File: config.mk
export PLATFORM = sky130hd
export DESIGN_NAME = chip_temperature_overheat_monitor
export DESIGN_NICKNAME = d
export VERILOG_FILES = /design/src/hdl/ctom_pkg.sv /design/src/hdl/ctom_front.sv /design/src/hdl/ctom_queue.sv /design/src/hdl/ctom_back.sv /design/src/hdl/chip_temperature_overheat_monitor.sv
export SDC_FILE = /design/constraint.sdc
export NUM_CORES = 2
export LEC_CHECK = 0
export BUFFER_PORTS_ARGS = -buffer_cell sky130_fd_sc_hd__buf_4
export CAP_MARGIN = 20
export CELL_PAD_IN_SITES_DETAIL_PLACEMENT = 2
export CELL_PAD_IN_SITES_GLOBAL_PLACEMENT = 2
export CORE_AREA = 2 2 337 339
export CTS_BUF_LIST = sky130_fd_sc_hd__clkbuf_4 sky130_fd_sc_hd__clkbuf_8 sky130_fd_sc_hd__clkbuf_16
export DETAILED_ROUTE_END_ITERATION = 12
export DIE_AREA = 0 0 339 341
export PLACE_DENSITY_LB_ADDON = 0.25
export SYNTH_ARGS = -nofsm -noshare
export SYNTH_HDL_FRONTEND = slang
export SYNTH_SLANG_ARGS = --single-unit
File: constraint.sdc
create_clock -name clk_i -period 18.3 [get_ports clk_i]
set_input_delay 5.49 -clock clk_i [delete_from_list [all_inputs] [get_ports clk_i]]
set_output_delay 5.49 -clock clk_i [all_outputs]
set_load 0.1 [all_outputs]
File: src/hdl/ctom_pkg.sv
// Package for the chip temperature overheat monitor.
// Holds calibration constants, register indexes and the structs shared by the front end,
// queue and back end. No dependencies.
package ctom_pkg;

  localparam int unsigned CalMv     = 3300;
  localparam int unsigned DenScale  = 165;
  localparam int unsigned NumShift  = 10;
  localparam int unsigned QuoBits   = 17;
  localparam int unsigned CntW      = $clog2(QuoBits);
  localparam int unsigned QDepth    = 2;
  localparam int unsigned PtrW      = $clog2(QDepth);

  localparam logic signed [16:0] TempOffset = 17'sd7680;
  localparam logic [17:0]        NegLimit   = 18'd17920;
  localparam logic [17:0]        PosLimit   = 18'd30720;

  localparam logic [2:0] CfgCalLow    = 3'd0;
  localparam logic [2:0] CfgCalHigh   = 3'd1;
  localparam logic [2:0] CfgWarnLevel = 3'd2;
  localparam logic [2:0] CfgClrLevel  = 3'd3;
  localparam logic [2:0] CfgRaiseDly  = 3'd4;
  localparam logic [2:0] CfgDropDly   = 3'd5;

  localparam logic [15:0]        RstCalLow    = 16'd0;
  localparam logic [15:0]        RstCalHigh   = 16'd0;
  localparam logic signed [16:0] RstWarnLevel = 17'sd15360;
  localparam logic signed [16:0] RstClrLevel  = 17'sd14080;
  localparam logic [15:0]        RstRaiseDly  = 16'd2000;
  localparam logic [15:0]        RstDropDly   = 16'd0;

  typedef struct packed {
    logic [15:0]        cal_low_count;
    logic [15:0]        cal_high_count;
    logic signed [16:0] warn_level;
    logic signed [16:0] clear_level;
    logic [15:0]        raise_delay_ms;
    logic [15:0]        drop_delay_ms;
  } ctom_cfg_t;

  typedef struct packed {
    logic        ok;
    logic        neg;
    logic [31:0] num_abs;
    logic [23:0] den;
    logic [31:0] now_ms;
  } ctom_item_t;

  typedef enum logic [2:0] {
    BackIdle,
    BackDiv,
    BackRound,
    BackFilt,
    BackQual
  } ctom_back_state_e;

endpackage

File: src/hdl/ctom_front.sv
// Front end: accepts checks, screens sample and calibration, forms the conversion
// numerator magnitude, sign and denominator over two pipeline stages. Uses ctom_pkg.
module ctom_front (
  input  logic                  clk_i,
  input  logic                  rst_ni,
  input  ctom_pkg::ctom_cfg_t   cfg_i,
  input  logic                  in_valid_i,
  output logic                  in_ready_o,
  input  logic                  sample_present_i,
  input  logic [15:0]           raw_sample_i,
  input  logic [15:0]           adc_full_scale_i,
  input  logic [15:0]           vref_mv_i,
  input  logic [31:0]           now_ms_i,
  output logic                  item_valid_o,
  input  logic                  item_ready_i,
  output ctom_pkg::ctom_item_t  item_o
);
  import ctom_pkg::*;

  logic        s1_valid_q;
  logic        s1_ok_q;
  logic [31:0] s1_rv_q;
  logic [27:0] s1_cl_q;
  logic [15:0] s1_dabs_q;
  logic        s1_dneg_q;
  logic [31:0] s1_now_q;

  logic        s2_valid_q;
  ctom_item_t  s2_item_q;

  logic        s1_ready;
  logic        s2_ready;
  logic [15:0] vref_eff;
  logic        ok_in;
  logic        cal_ok;
  logic        pneg;
  logic [31:0] pabs;
  logic [23:0] den;

  assign s2_ready   = !s2_valid_q || item_ready_i;
  assign s1_ready   = !s1_valid_q || s2_ready;
  assign in_ready_o = s1_ready;

  assign vref_eff = (vref_mv_i == 16'd0) ? 16'(CalMv) : vref_mv_i;
  assign cal_ok   = (cfg_i.cal_low_count != 16'd0) && (cfg_i.cal_low_count != 16'hFFFF)
                 && (cfg_i.cal_high_count != 16'd0) && (cfg_i.cal_high_count != 16'hFFFF)
                 && (cfg_i.cal_low_count != cfg_i.cal_high_count);
  assign ok_in    = sample_present_i && (adc_full_scale_i != 16'd0) && (raw_sample_i != 16'd0)
                 && (raw_sample_i < adc_full_scale_i) && cal_ok;

  assign pneg = s1_rv_q < 32'(s1_cl_q);
  assign pabs = pneg ? (32'(s1_cl_q) - s1_rv_q) : (s1_rv_q - 32'(s1_cl_q));
  assign den  = 24'(s1_dabs_q) * 24'(DenScale);

  always_ff @(posedge clk_i or negedge rst_ni) begin
    if (!rst_ni) begin
      s1_valid_q <= 1'b0;
      s2_valid_q <= 1'b0;
    end else begin
      if (s1_ready) begin
        s1_valid_q <= in_valid_i;
      end
      if (s2_ready) begin
        s2_valid_q <= s1_valid_q;
      end
    end
  end

  always_ff @(posedge clk_i) begin
    if (in_valid_i && s1_ready) begin
      s1_ok_q   <= ok_in;
      s1_rv_q   <= 32'(raw_sample_i) * 32'(vref_eff);
      s1_cl_q   <= 28'(cfg_i.cal_low_count) * 28'(CalMv);
      s1_dneg_q <= cfg_i.cal_high_count < cfg_i.cal_low_count;
      s1_dabs_q <= (cfg_i.cal_high_count < cfg_i.cal_low_count)
                 ? (cfg_i.cal_low_count - cfg_i.cal_high_count)
                 : (cfg_i.cal_high_count - cfg_i.cal_low_count);
      s1_now_q  <= now_ms_i;
    end
    if (s1_valid_q && s2_ready) begin
      s2_item_q.ok      <= s1_ok_q;
      s2_item_q.neg     <= pneg ^ s1_dneg_q;
      s2_item_q.num_abs <= pabs;
      s2_item_q.den     <= den;
      s2_item_q.now_ms  <= s1_now_q;
    end
  end

  assign item_valid_o = s2_valid_q;
  assign item_o       = s2_item_q;

endmodule

File: src/hdl/ctom_queue.sv
// Short queue between front end and back end so each side stalls on its own.
// Uses ctom_pkg for the item type and depth.
module ctom_queue (
  input  logic                  clk_i,
  input  logic                  rst_ni,
  input  logic                  push_valid_i,
  output logic                  push_ready_o,
  input  ctom_pkg::ctom_item_t  push_item_i,
  output logic                  pop_valid_o,
  input  logic                  pop_ready_i,
  output ctom_pkg::ctom_item_t  pop_item_o
);
  import ctom_pkg::*;

  ctom_item_t      mem_q [QDepth];
  logic [PtrW-1:0] wr_ptr_q;
  logic [PtrW-1:0] rd_ptr_q;
  logic [PtrW:0]   count_q;
  logic            push;
  logic            pop;

  assign push_ready_o = count_q != (PtrW + 1)'(QDepth);
  assign pop_valid_o  = count_q != '0;
  assign push         = push_valid_i && push_ready_o;
  assign pop          = pop_ready_i && pop_valid_o;
  assign pop_item_o   = mem_q[rd_ptr_q];

  always_ff @(posedge clk_i or negedge rst_ni) begin
    if (!rst_ni) begin
      wr_ptr_q <= '0;
      rd_ptr_q <= '0;
      count_q  <= '0;
    end else begin
      if (push) begin
        wr_ptr_q <= wr_ptr_q + 1'b1;
      end
      if (pop) begin
        rd_ptr_q <= rd_ptr_q + 1'b1;
      end
      if (push && !pop) begin
        count_q <= count_q + 1'b1;
      end else if (pop && !push) begin
        count_q <= count_q - 1'b1;
      end
    end
  end

  always_ff @(posedge clk_i) begin
    if (push) begin
      mem_q[wr_ptr_q] <= push_item_i;
    end
  end

endmodule

File: src/hdl/ctom_back.sv
// Back end: serial rounding divider, range check, exponential filter, threshold
// hysteresis and timed qualifier, with the result register. Uses ctom_pkg.
module ctom_back (
  input  logic                  clk_i,
  input  logic                  rst_ni,
  input  ctom_pkg::ctom_cfg_t   cfg_i,
  input  logic                  pop_valid_i,
  output logic                  pop_ready_o,
  input  ctom_pkg::ctom_item_t  item_i,
  output logic                  out_valid_o,
  input  logic                  out_ready_i,
  output logic                  temperature_valid_o,
  output logic signed [16:0]    filtered_temperature_o,
  output logic                  overheat_o
);
  import ctom_pkg::*;

  ctom_back_state_e   state_q, state_d;
  logic               ok_q, ok_d;
  logic               neg_q, neg_d;
  logic [41:0]        rem_q, rem_d;
  logic [40:0]        dsh_q, dsh_d;
  logic [23:0]        den_q, den_d;
  logic [16:0]        quo_q, quo_d;
  logic [CntW-1:0]    cnt_q, cnt_d;
  logic [31:0]        now_q, now_d;
  logic signed [16:0] temp_q, temp_d;
  logic signed [16:0] filt_q, filt_d;
  logic               primed_q, primed_d;
  logic               ovh_q, ovh_d;
  logic               reqst_q, reqst_d;
  logic [31:0]        reqtime_q, reqtime_d;
  logic               out_valid_q, out_valid_d;
  logic               out_tv_q, out_tv_d;
  logic signed [16:0] out_temp_q, out_temp_d;
  logic               out_ovh_q, out_ovh_d;

  logic [41:0]        num;
  logic               ovf;
  logic               ge;
  logic               rnd;
  logic [17:0]        qr;
  logic               in_range;
  logic signed [17:0] diff;
  logic signed [17:0] step;
  logic               req;
  logic [31:0]        elapsed;
  logic [15:0]        need;
  logic               slot_free;

  assign num       = {item_i.num_abs, NumShift'(0)};
  assign ovf       = num >= {1'b0, item_i.den, 17'd0};
  assign ge        = rem_q >= {1'b0, dsh_q};
  assign rnd       = {rem_q[23:0], 1'b0} >= {1'b0, den_q};
  assign qr        = {1'b0, quo_q} + 18'(rnd);
  assign in_range  = neg_q ? (qr < NegLimit) : (qr < PosLimit);
  assign diff      = {temp_q[16], temp_q} - {filt_q[16], filt_q};
  assign step      = diff >>> 2;
  assign slot_free = !out_valid_q || out_ready_i;
  assign pop_ready_o = state_q == BackIdle;

  always_comb begin
    state_d     = state_q;
    ok_d        = ok_q;
    neg_d       = neg_q;
    rem_d       = rem_q;
    dsh_d       = dsh_q;
    den_d       = den_q;
    quo_d       = quo_q;
    cnt_d       = cnt_q;
    now_d       = now_q;
    temp_d      = temp_q;
    filt_d      = filt_q;
    primed_d    = primed_q;
    ovh_d       = ovh_q;
    reqst_d     = reqst_q;
    reqtime_d   = reqtime_q;
    out_valid_d = out_valid_q && !out_ready_i;
    out_tv_d    = out_tv_q;
    out_temp_d  = out_temp_q;
    out_ovh_d   = out_ovh_q;
    req         = 1'b0;
    elapsed     = '0;
    need        = '0;
    unique case (state_q)
      BackIdle: begin
        if (pop_valid_i) begin
          ok_d    = item_i.ok && !ovf;
          neg_d   = item_i.neg;
          rem_d   = num;
          dsh_d   = {1'b0, item_i.den, 16'd0};
          den_d   = item_i.den;
          quo_d   = '0;
          cnt_d   = '0;
          now_d   = item_i.now_ms;
          state_d = (item_i.ok && !ovf) ? BackDiv : BackFilt;
        end
      end
      BackDiv: begin
        if (ge) begin
          rem_d = rem_q - {1'b0, dsh_q};
        end
        quo_d = {quo_q[15:0], ge};
        dsh_d = dsh_q >> 1;
        cnt_d = cnt_q + 1'b1;
        if (cnt_q == CntW'(QuoBits - 1)) begin
          state_d = BackRound;
        end
      end
      BackRound: begin
        ok_d    = in_range;
        temp_d  = neg_q ? (TempOffset - $signed(qr[16:0])) : (TempOffset + $signed(qr[16:0]));
        state_d = BackFilt;
      end
      BackFilt: begin
        if (!ok_q) begin
          filt_d   = '0;
          primed_d = 1'b0;
        end else if (!primed_q) begin
          filt_d   = temp_q;
          primed_d = 1'b1;
        end else begin
          filt_d = filt_q + $signed(step[16:0]);
        end
        state_d = BackQual;
      end
      BackQual: begin
        if (slot_free) begin
          req = ok_q && (ovh_q ? ($signed(filt_q) > $signed(cfg_i.clear_level))
                               : ($signed(filt_q) >= $signed(cfg_i.warn_level)));
          if (req != ovh_q) begin
            if (req != reqst_q) begin
              reqst_d   = req;
              reqtime_d = now_q;
            end
          end else begin
            reqst_d = ovh_q;
          end
          elapsed = now_q - reqtime_d;
          need    = ovh_q ? cfg_i.drop_delay_ms : cfg_i.raise_delay_ms;
          if ((reqst_d != ovh_q) && (elapsed >= {16'd0, need})) begin
            ovh_d = reqst_d;
          end
          out_valid_d = 1'b1;
          out_tv_d    = ok_q;
          out_temp_d  = filt_q;
          out_ovh_d   = ovh_d;
          state_d     = BackIdle;
        end
      end
      default: state_d = BackIdle;
    endcase
  end

  always_ff @(posedge clk_i or negedge rst_ni) begin
    if (!rst_ni) begin
      state_q     <= BackIdle;
      filt_q      <= '0;
      primed_q    <= 1'b0;
      ovh_q       <= 1'b0;
      reqst_q     <= 1'b0;
      reqtime_q   <= '0;
      out_valid_q <= 1'b0;
    end else begin
      state_q     <= state_d;
      filt_q      <= filt_d;
      primed_q    <= primed_d;
      ovh_q       <= ovh_d;
      reqst_q     <= reqst_d;
      reqtime_q   <= reqtime_d;
      out_valid_q <= out_valid_d;
    end
  end

  always_ff @(posedge clk_i) begin
    ok_q       <= ok_d;
    neg_q      <= neg_d;
    rem_q      <= rem_d;
    dsh_q      <= dsh_d;
    den_q      <= den_d;
    quo_q      <= quo_d;
    cnt_q      <= cnt_d;
    now_q      <= now_d;
    temp_q     <= temp_d;
    out_tv_q   <= out_tv_d;
    out_temp_q <= out_temp_d;
    out_ovh_q  <= out_ovh_d;
  end

  assign out_valid_o            = out_valid_q;
  assign temperature_valid_o    = out_tv_q;
  assign filtered_temperature_o = out_temp_q;
  assign overheat_o             = out_ovh_q;

endmodule

File: src/hdl/chip_temperature_overheat_monitor.sv
// Chip temperature overheat monitor, top level: configuration registers, front end,
// queue and back end. Depends on ctom_pkg, ctom_front, ctom_queue and ctom_back.
// The back end takes one check at a time; its 17-step serial divider sets the throughput,
// and rejected checks skip the divider and rounding steps in the back end.
// The front end and queue hold up to four more checks.
// Reset clears filter, qualifier state and all handshake state; config registers take defaults.
module chip_temperature_overheat_monitor (
  input  logic        clk_i,
  input  logic        rst_ni,
  input  logic        s_axis_tvalid,
  output logic        s_axis_tready,
  input  logic [79:0] s_axis_tdata,   // raw_sample, adc_full_scale, vref_mv, now_ms
  input  logic [0:0]  s_axis_tuser,   // sample_present
  output logic        m_axis_tvalid,
  input  logic        m_axis_tready,
  output logic [23:0] m_axis_tdata,   // filtered_temperature, overheat, zero pad
  output logic [0:0]  m_axis_tuser,   // temperature_valid
  input  logic        cfg_valid_i,
  output logic        cfg_ready_o,
  input  logic [2:0]  cfg_index_i,
  input  logic [16:0] cfg_data_i
);
  import ctom_pkg::*;

  ctom_cfg_t          cfg_q;
  logic               item_valid;
  logic               item_ready;
  ctom_item_t         front_item;
  logic               pop_valid;
  logic               pop_ready;
  ctom_item_t         pop_item;
  logic               temperature_valid;
  logic signed [16:0] filtered_temperature;
  logic               overheat;

  assign cfg_ready_o = 1'b1;

  always_ff @(posedge clk_i or negedge rst_ni) begin
    if (!rst_ni) begin
      cfg_q.cal_low_count  <= RstCalLow;
      cfg_q.cal_high_count <= RstCalHigh;
      cfg_q.warn_level     <= RstWarnLevel;
      cfg_q.clear_level    <= RstClrLevel;
      cfg_q.raise_delay_ms <= RstRaiseDly;
      cfg_q.drop_delay_ms  <= RstDropDly;
    end else if (cfg_valid_i && cfg_ready_o) begin
      unique case (cfg_index_i)
        CfgCalLow:    cfg_q.cal_low_count  <= cfg_data_i[15:0];
        CfgCalHigh:   cfg_q.cal_high_count <= cfg_data_i[15:0];
        CfgWarnLevel: cfg_q.warn_level     <= $signed(cfg_data_i);
        CfgClrLevel:  cfg_q.clear_level    <= $signed(cfg_data_i);
        CfgRaiseDly:  cfg_q.raise_delay_ms <= cfg_data_i[15:0];
        CfgDropDly:   cfg_q.drop_delay_ms  <= cfg_data_i[15:0];
        default: ;
      endcase
    end
  end

  ctom_front u_front (
    .clk_i            (clk_i),
    .rst_ni           (rst_ni),
    .cfg_i            (cfg_q),
    .in_valid_i       (s_axis_tvalid),
    .in_ready_o       (s_axis_tready),
    .sample_present_i (s_axis_tuser[0]),
    .raw_sample_i     (s_axis_tdata[15:0]),
    .adc_full_scale_i (s_axis_tdata[31:16]),
    .vref_mv_i        (s_axis_tdata[47:32]),
    .now_ms_i         (s_axis_tdata[79:48]),
    .item_valid_o     (item_valid),
    .item_ready_i     (item_ready),
    .item_o           (front_item)
  );

  ctom_queue u_queue (
    .clk_i        (clk_i),
    .rst_ni       (rst_ni),
    .push_valid_i (item_valid),
    .push_ready_o (item_ready),
    .push_item_i  (front_item),
    .pop_valid_o  (pop_valid),
    .pop_ready_i  (pop_ready),
    .pop_item_o   (pop_item)
  );

  ctom_back u_back (
    .clk_i                  (clk_i),
    .rst_ni                 (rst_ni),
    .cfg_i                  (cfg_q),
    .pop_valid_i            (pop_valid),
    .pop_ready_o            (pop_ready),
    .item_i                 (pop_item),
    .out_valid_o            (m_axis_tvalid),
    .out_ready_i            (m_axis_tready),
    .temperature_valid_o    (temperature_valid),
    .filtered_temperature_o (filtered_temperature),
    .overheat_o             (overheat)
  );

  assign m_axis_tdata = {6'd0, overheat, filtered_temperature};
  assign m_axis_tuser = temperature_valid;

endmodule

==> flow_summary_export.csv <==
group,metric,value,unit
timing,finalCritPeriodShare,70.34,%
global_routing,antenna_found_initial,5,
die,design.core.area,0.1119,sq mm
clocking,clk_path_buf_depth,3,
global_routing,grt_max_degree,74,
final_layout,drive_above_1_share,10.13,%
synthesis,synth-main-ff-cell,"edfxtp_1",
synthesis,synthCells,4820,
clocking,cts_hold_buf,0,
clocking,clk_latency,690,ps
die,start_util,46.81,%
placement,portBuffers,126,
timing,slew_headroom,17.33,%
worst_setup_path,crit_required,18720,ps
synthesis,syn_area_per_cell,10.87,sq um
timing,rsz0062_at_grt,"false",
die,ios,134,
detailed_routing,drt_wl_total,198800,microns
die,dieWidth,339,microns
worst_setup_path,r2r_slack,7420,ps
min_path,hp-class,"reg -> reg",
worst_setup_path,r2r_cells,38,
timing,finalMaxSlewViolations,0,
clocking,cts_root_buf,"clkbuf_16",
timing,period_minus_slack,12870,ps
worst_setup_path,cpMostUsedCell,"fa_1",
worst_setup_path,critPathKind,"in -> reg",
worst_setup_path,worstReg2RegStart,"u_back.filt_q[15]",
worst_setup_path,start_kind,"input pin",
clocking,post_cts_buffers,0,
detailed_routing,dr_total_vias,39470,
placement,gp_congestion,0.8490,
timing,finClkSkew,27.13,ps
synthesis,synth.ff_latch_count,736,
synthesis,syn_area,0.05237,sq mm
timing,tightestPinTransition,1206,ps
timing,report.final.hold_viol_count,0,
worst_setup_path,cp-end-kind,"flip-flop",
synthesis,synth.distinct_cells,82,
worst_setup_path,reg2reg_to,"u_back.overheat_o",
clocking,htreeDepth,3,
die,fp.dieH,341,microns
worst_setup_path,crit_path_max_fanout,17,
min_path,hold_depth,0,
timing,fin_tns_setup,0,ps
synthesis,synth_async_sr_flop_share,21.74,%
global_routing,gr-usage-all-layers,34.29,%
timing,setup_viol_count_final,0,
final_layout,layout.nets,5856,
die,dieArea,0.1156,sq mm
detailed_routing,antenna_left,0,
detailed_routing,dr.pass1.iters,5,
synthesis,synth_edf_count,576,
job,cap_viol_max_count,0,
detailed_routing,vias_per_cell,6.085,
synthesis,yosys_warnings,0,
min_path,min-delay-start,"u_front.s1_now_q[13]",
clocking,path_clk_slew,60,ps
worst_setup_path,slowest_delay,610,ps
timing,whs,414.8,ps
clocking,cts_resized,0,
detailed_routing,drt_iter0_drc,2676,
clocking,cts_buffers,85,
worst_setup_path,worstPathArrival,13290,ps
worst_setup_path,worst_path_max_delay_cell,"nand2b_1",
outcome,status,"completed",
detailed_routing,post-route-drc-count,0,
global_routing,grt_pass1_vias,45800,
global_routing,grt_pass1_wl,300300,microns
die,num_rows,123,
detailed_routing,avgRoutedWirePerCell,30.65,microns
clocking,cts_sinks,736,
min_path,holdPathEnd,"u_front.item_o[13]",
placement,hpwl,135400,microns
synthesis,yosysSeqAreaShare,40.71,%
timing,fmax,77.69,MHz
global_routing,overflow,0,
clocking,tritoncts,"yes",
final_layout,syn2layout_area_growth,10.31,%
## cell usage in the layout, fill, tap and decap left out, types with 16 or more instances in the layout
master and instances:
nor2b_1 45, and2_1 127, dfrtp_1 144, o21ai_0 196, nand2_1 343, clkinv_2 16
a211oi_1 20, xnor2_1 164, xor2_1 63, inv_1 675, o211ai_1 22, clkbuf_16 85
nor4_1 24, nor3_1 64, a21o_1 116, a21oi_1 276, o22ai_1 22, nand2b_1 46
mux2_2 149, a31oi_1 24, nand3_1 49, fa_1 269, nand4_1 48, and3_1 33
buf_4 152, o21a_1 40, ha_1 567, mux2i_1 102, o21bai_1 50, nor2_1 211
edfxtp_1 576
## cell families (layout without fill, tap and decap cells)
kind of cell,Yosys count,after routing,share of synthesized area (%)
xor gates and xnor gates,227,227,3.796
muxes,253,253,5.210
buffers and inverters,830,990,6.020
AOI/OAI and AO/OA,873,873,10.50
adders and majority gates,837,837,23.85
other,2,8,0.01434
and+or+nand+nor,1062,1062,9.905
DFF,736,736,40.71
## per-stage QoR
stage	utilization, %	cell area, sq um	setup slack [ps]	cells
2_1_floorplan	-	52390	5776	4825
3_3_place_gp	49.06	54890	4987	6325
3_5_place_dp	49.06	54890	4785	6325
4_1_cts	51.61	57740	5392	6483
5_1_grt	51.64	57770	5037	6486
6_report	51.64	57770	5428	6486
## flip-flops by register name, summed over array words and instances (netlist names), 24 cells and up
name	cells
cfg_q	98
u_back.den_q	24
u_back.dsh_q	40
u_back.now_q	32
u_back.rem_q	42
u_back.reqtime_q	32
u_front.item_o	90
u_front.s1_cl_q	26
u_front.s1_now_q	32
u_front.s1_rv_q	32
u_queue.mem_q	180
## critical path, delay by kind of cell
kind | cells | cell delay, ps
fa+ha+maj | 7 | 3550
compound gates | 7 | 1960
simple gates | 7 | 1820
buf+inv | 4 | 370
xor+xnor | 1 | 80
## synthesized netlist by cell type (8+ instances only)
library cell	count	area, sq um
o211ai_1	22	165.2
o31ai_1	9	67.56
or2_2	9	56.30
nand4_1	48	300.3
nand2_1	344	1291
ha_1	567	7094
nand3_1	49	245.2
o41ai_1	8	70.07
dfstp_2	15	394.1
edfxtp_1	576	17300
o21ai_0	197	986.0
o21bai_1	50	375.4
xor2_1	63	551.8
nor2b_1	45	281.5
fa_1	269	5385
inv_1	676	2537
nor3b_1	8	60.06
dfrtp_1	145	3628
nand2b_1	46	287.8
nand3b_1	10	75.07
and2_1	129	807.0
or3_1	15	93.84
nor4_1	24	150.1
a31oi_1	24	150.1
mux2_2	149	1678
nor2_1	213	799.5
a21oi_1	276	1381
buf_1	19	71.32
o22ai_1	22	137.6
mux2i_1	102	1021
and3_1	34	212.7
buf_4	8	60.06
o21a_1	40	300.3
a21o_1	116	870.8
xnor2_1	164	1436
nor3_1	65	325.3
a211oi_1	20	150.1
clkbuf_1	125	469.2
## routing by layer
metal  wire length [microns]  track usage, %  share of wire (%)  vias to the layer above
li1                        -               -                  -                    16830
met1                   74680           38.47                 38                    20670
met2                  102300           61.67                 51                     1358
met3                    8576           4.596                4.3                      606
met4                   13190           21.26                6.6                        4
met5                      30               0              0.015                        -
## worst max-delay path by stage
stage / startpoint / endpoint / slack [ps] / cells after the start
after floorplan: s_axis_tdata[41] / u_front.s1_rv_q[30] / 5780 / 28
after global placement: s_axis_tdata[45] / u_front.s1_rv_q[30] / 4990 / 27
after detailed placement: s_axis_tdata[45] / u_front.s1_rv_q[31] / 4790 / 26
after CTS: s_axis_tdata[45] / u_front.s1_rv_q[31] / 5390 / 26
after global routing: s_axis_tdata[45] / u_front.s1_rv_q[31] / 5040 / 26
final: s_axis_tdata[45] / u_front.s1_rv_q[31] / 5430 / 26
## final cells by class
cell class                 count  area (sq um)
tap                         1500          1877
clock buffer                 110          2377
inverter                     677          2541
antenna                        1         2.502
timing repair buffer         155          1182
multi-input combinational   3259         28000
sequential                   736         21320
clock inverter                48         467.9
fill                       11180         54110
Power is not shown: default switching activity piles up to over one toggle a cycle in this logic, so the estimate is an artifact.
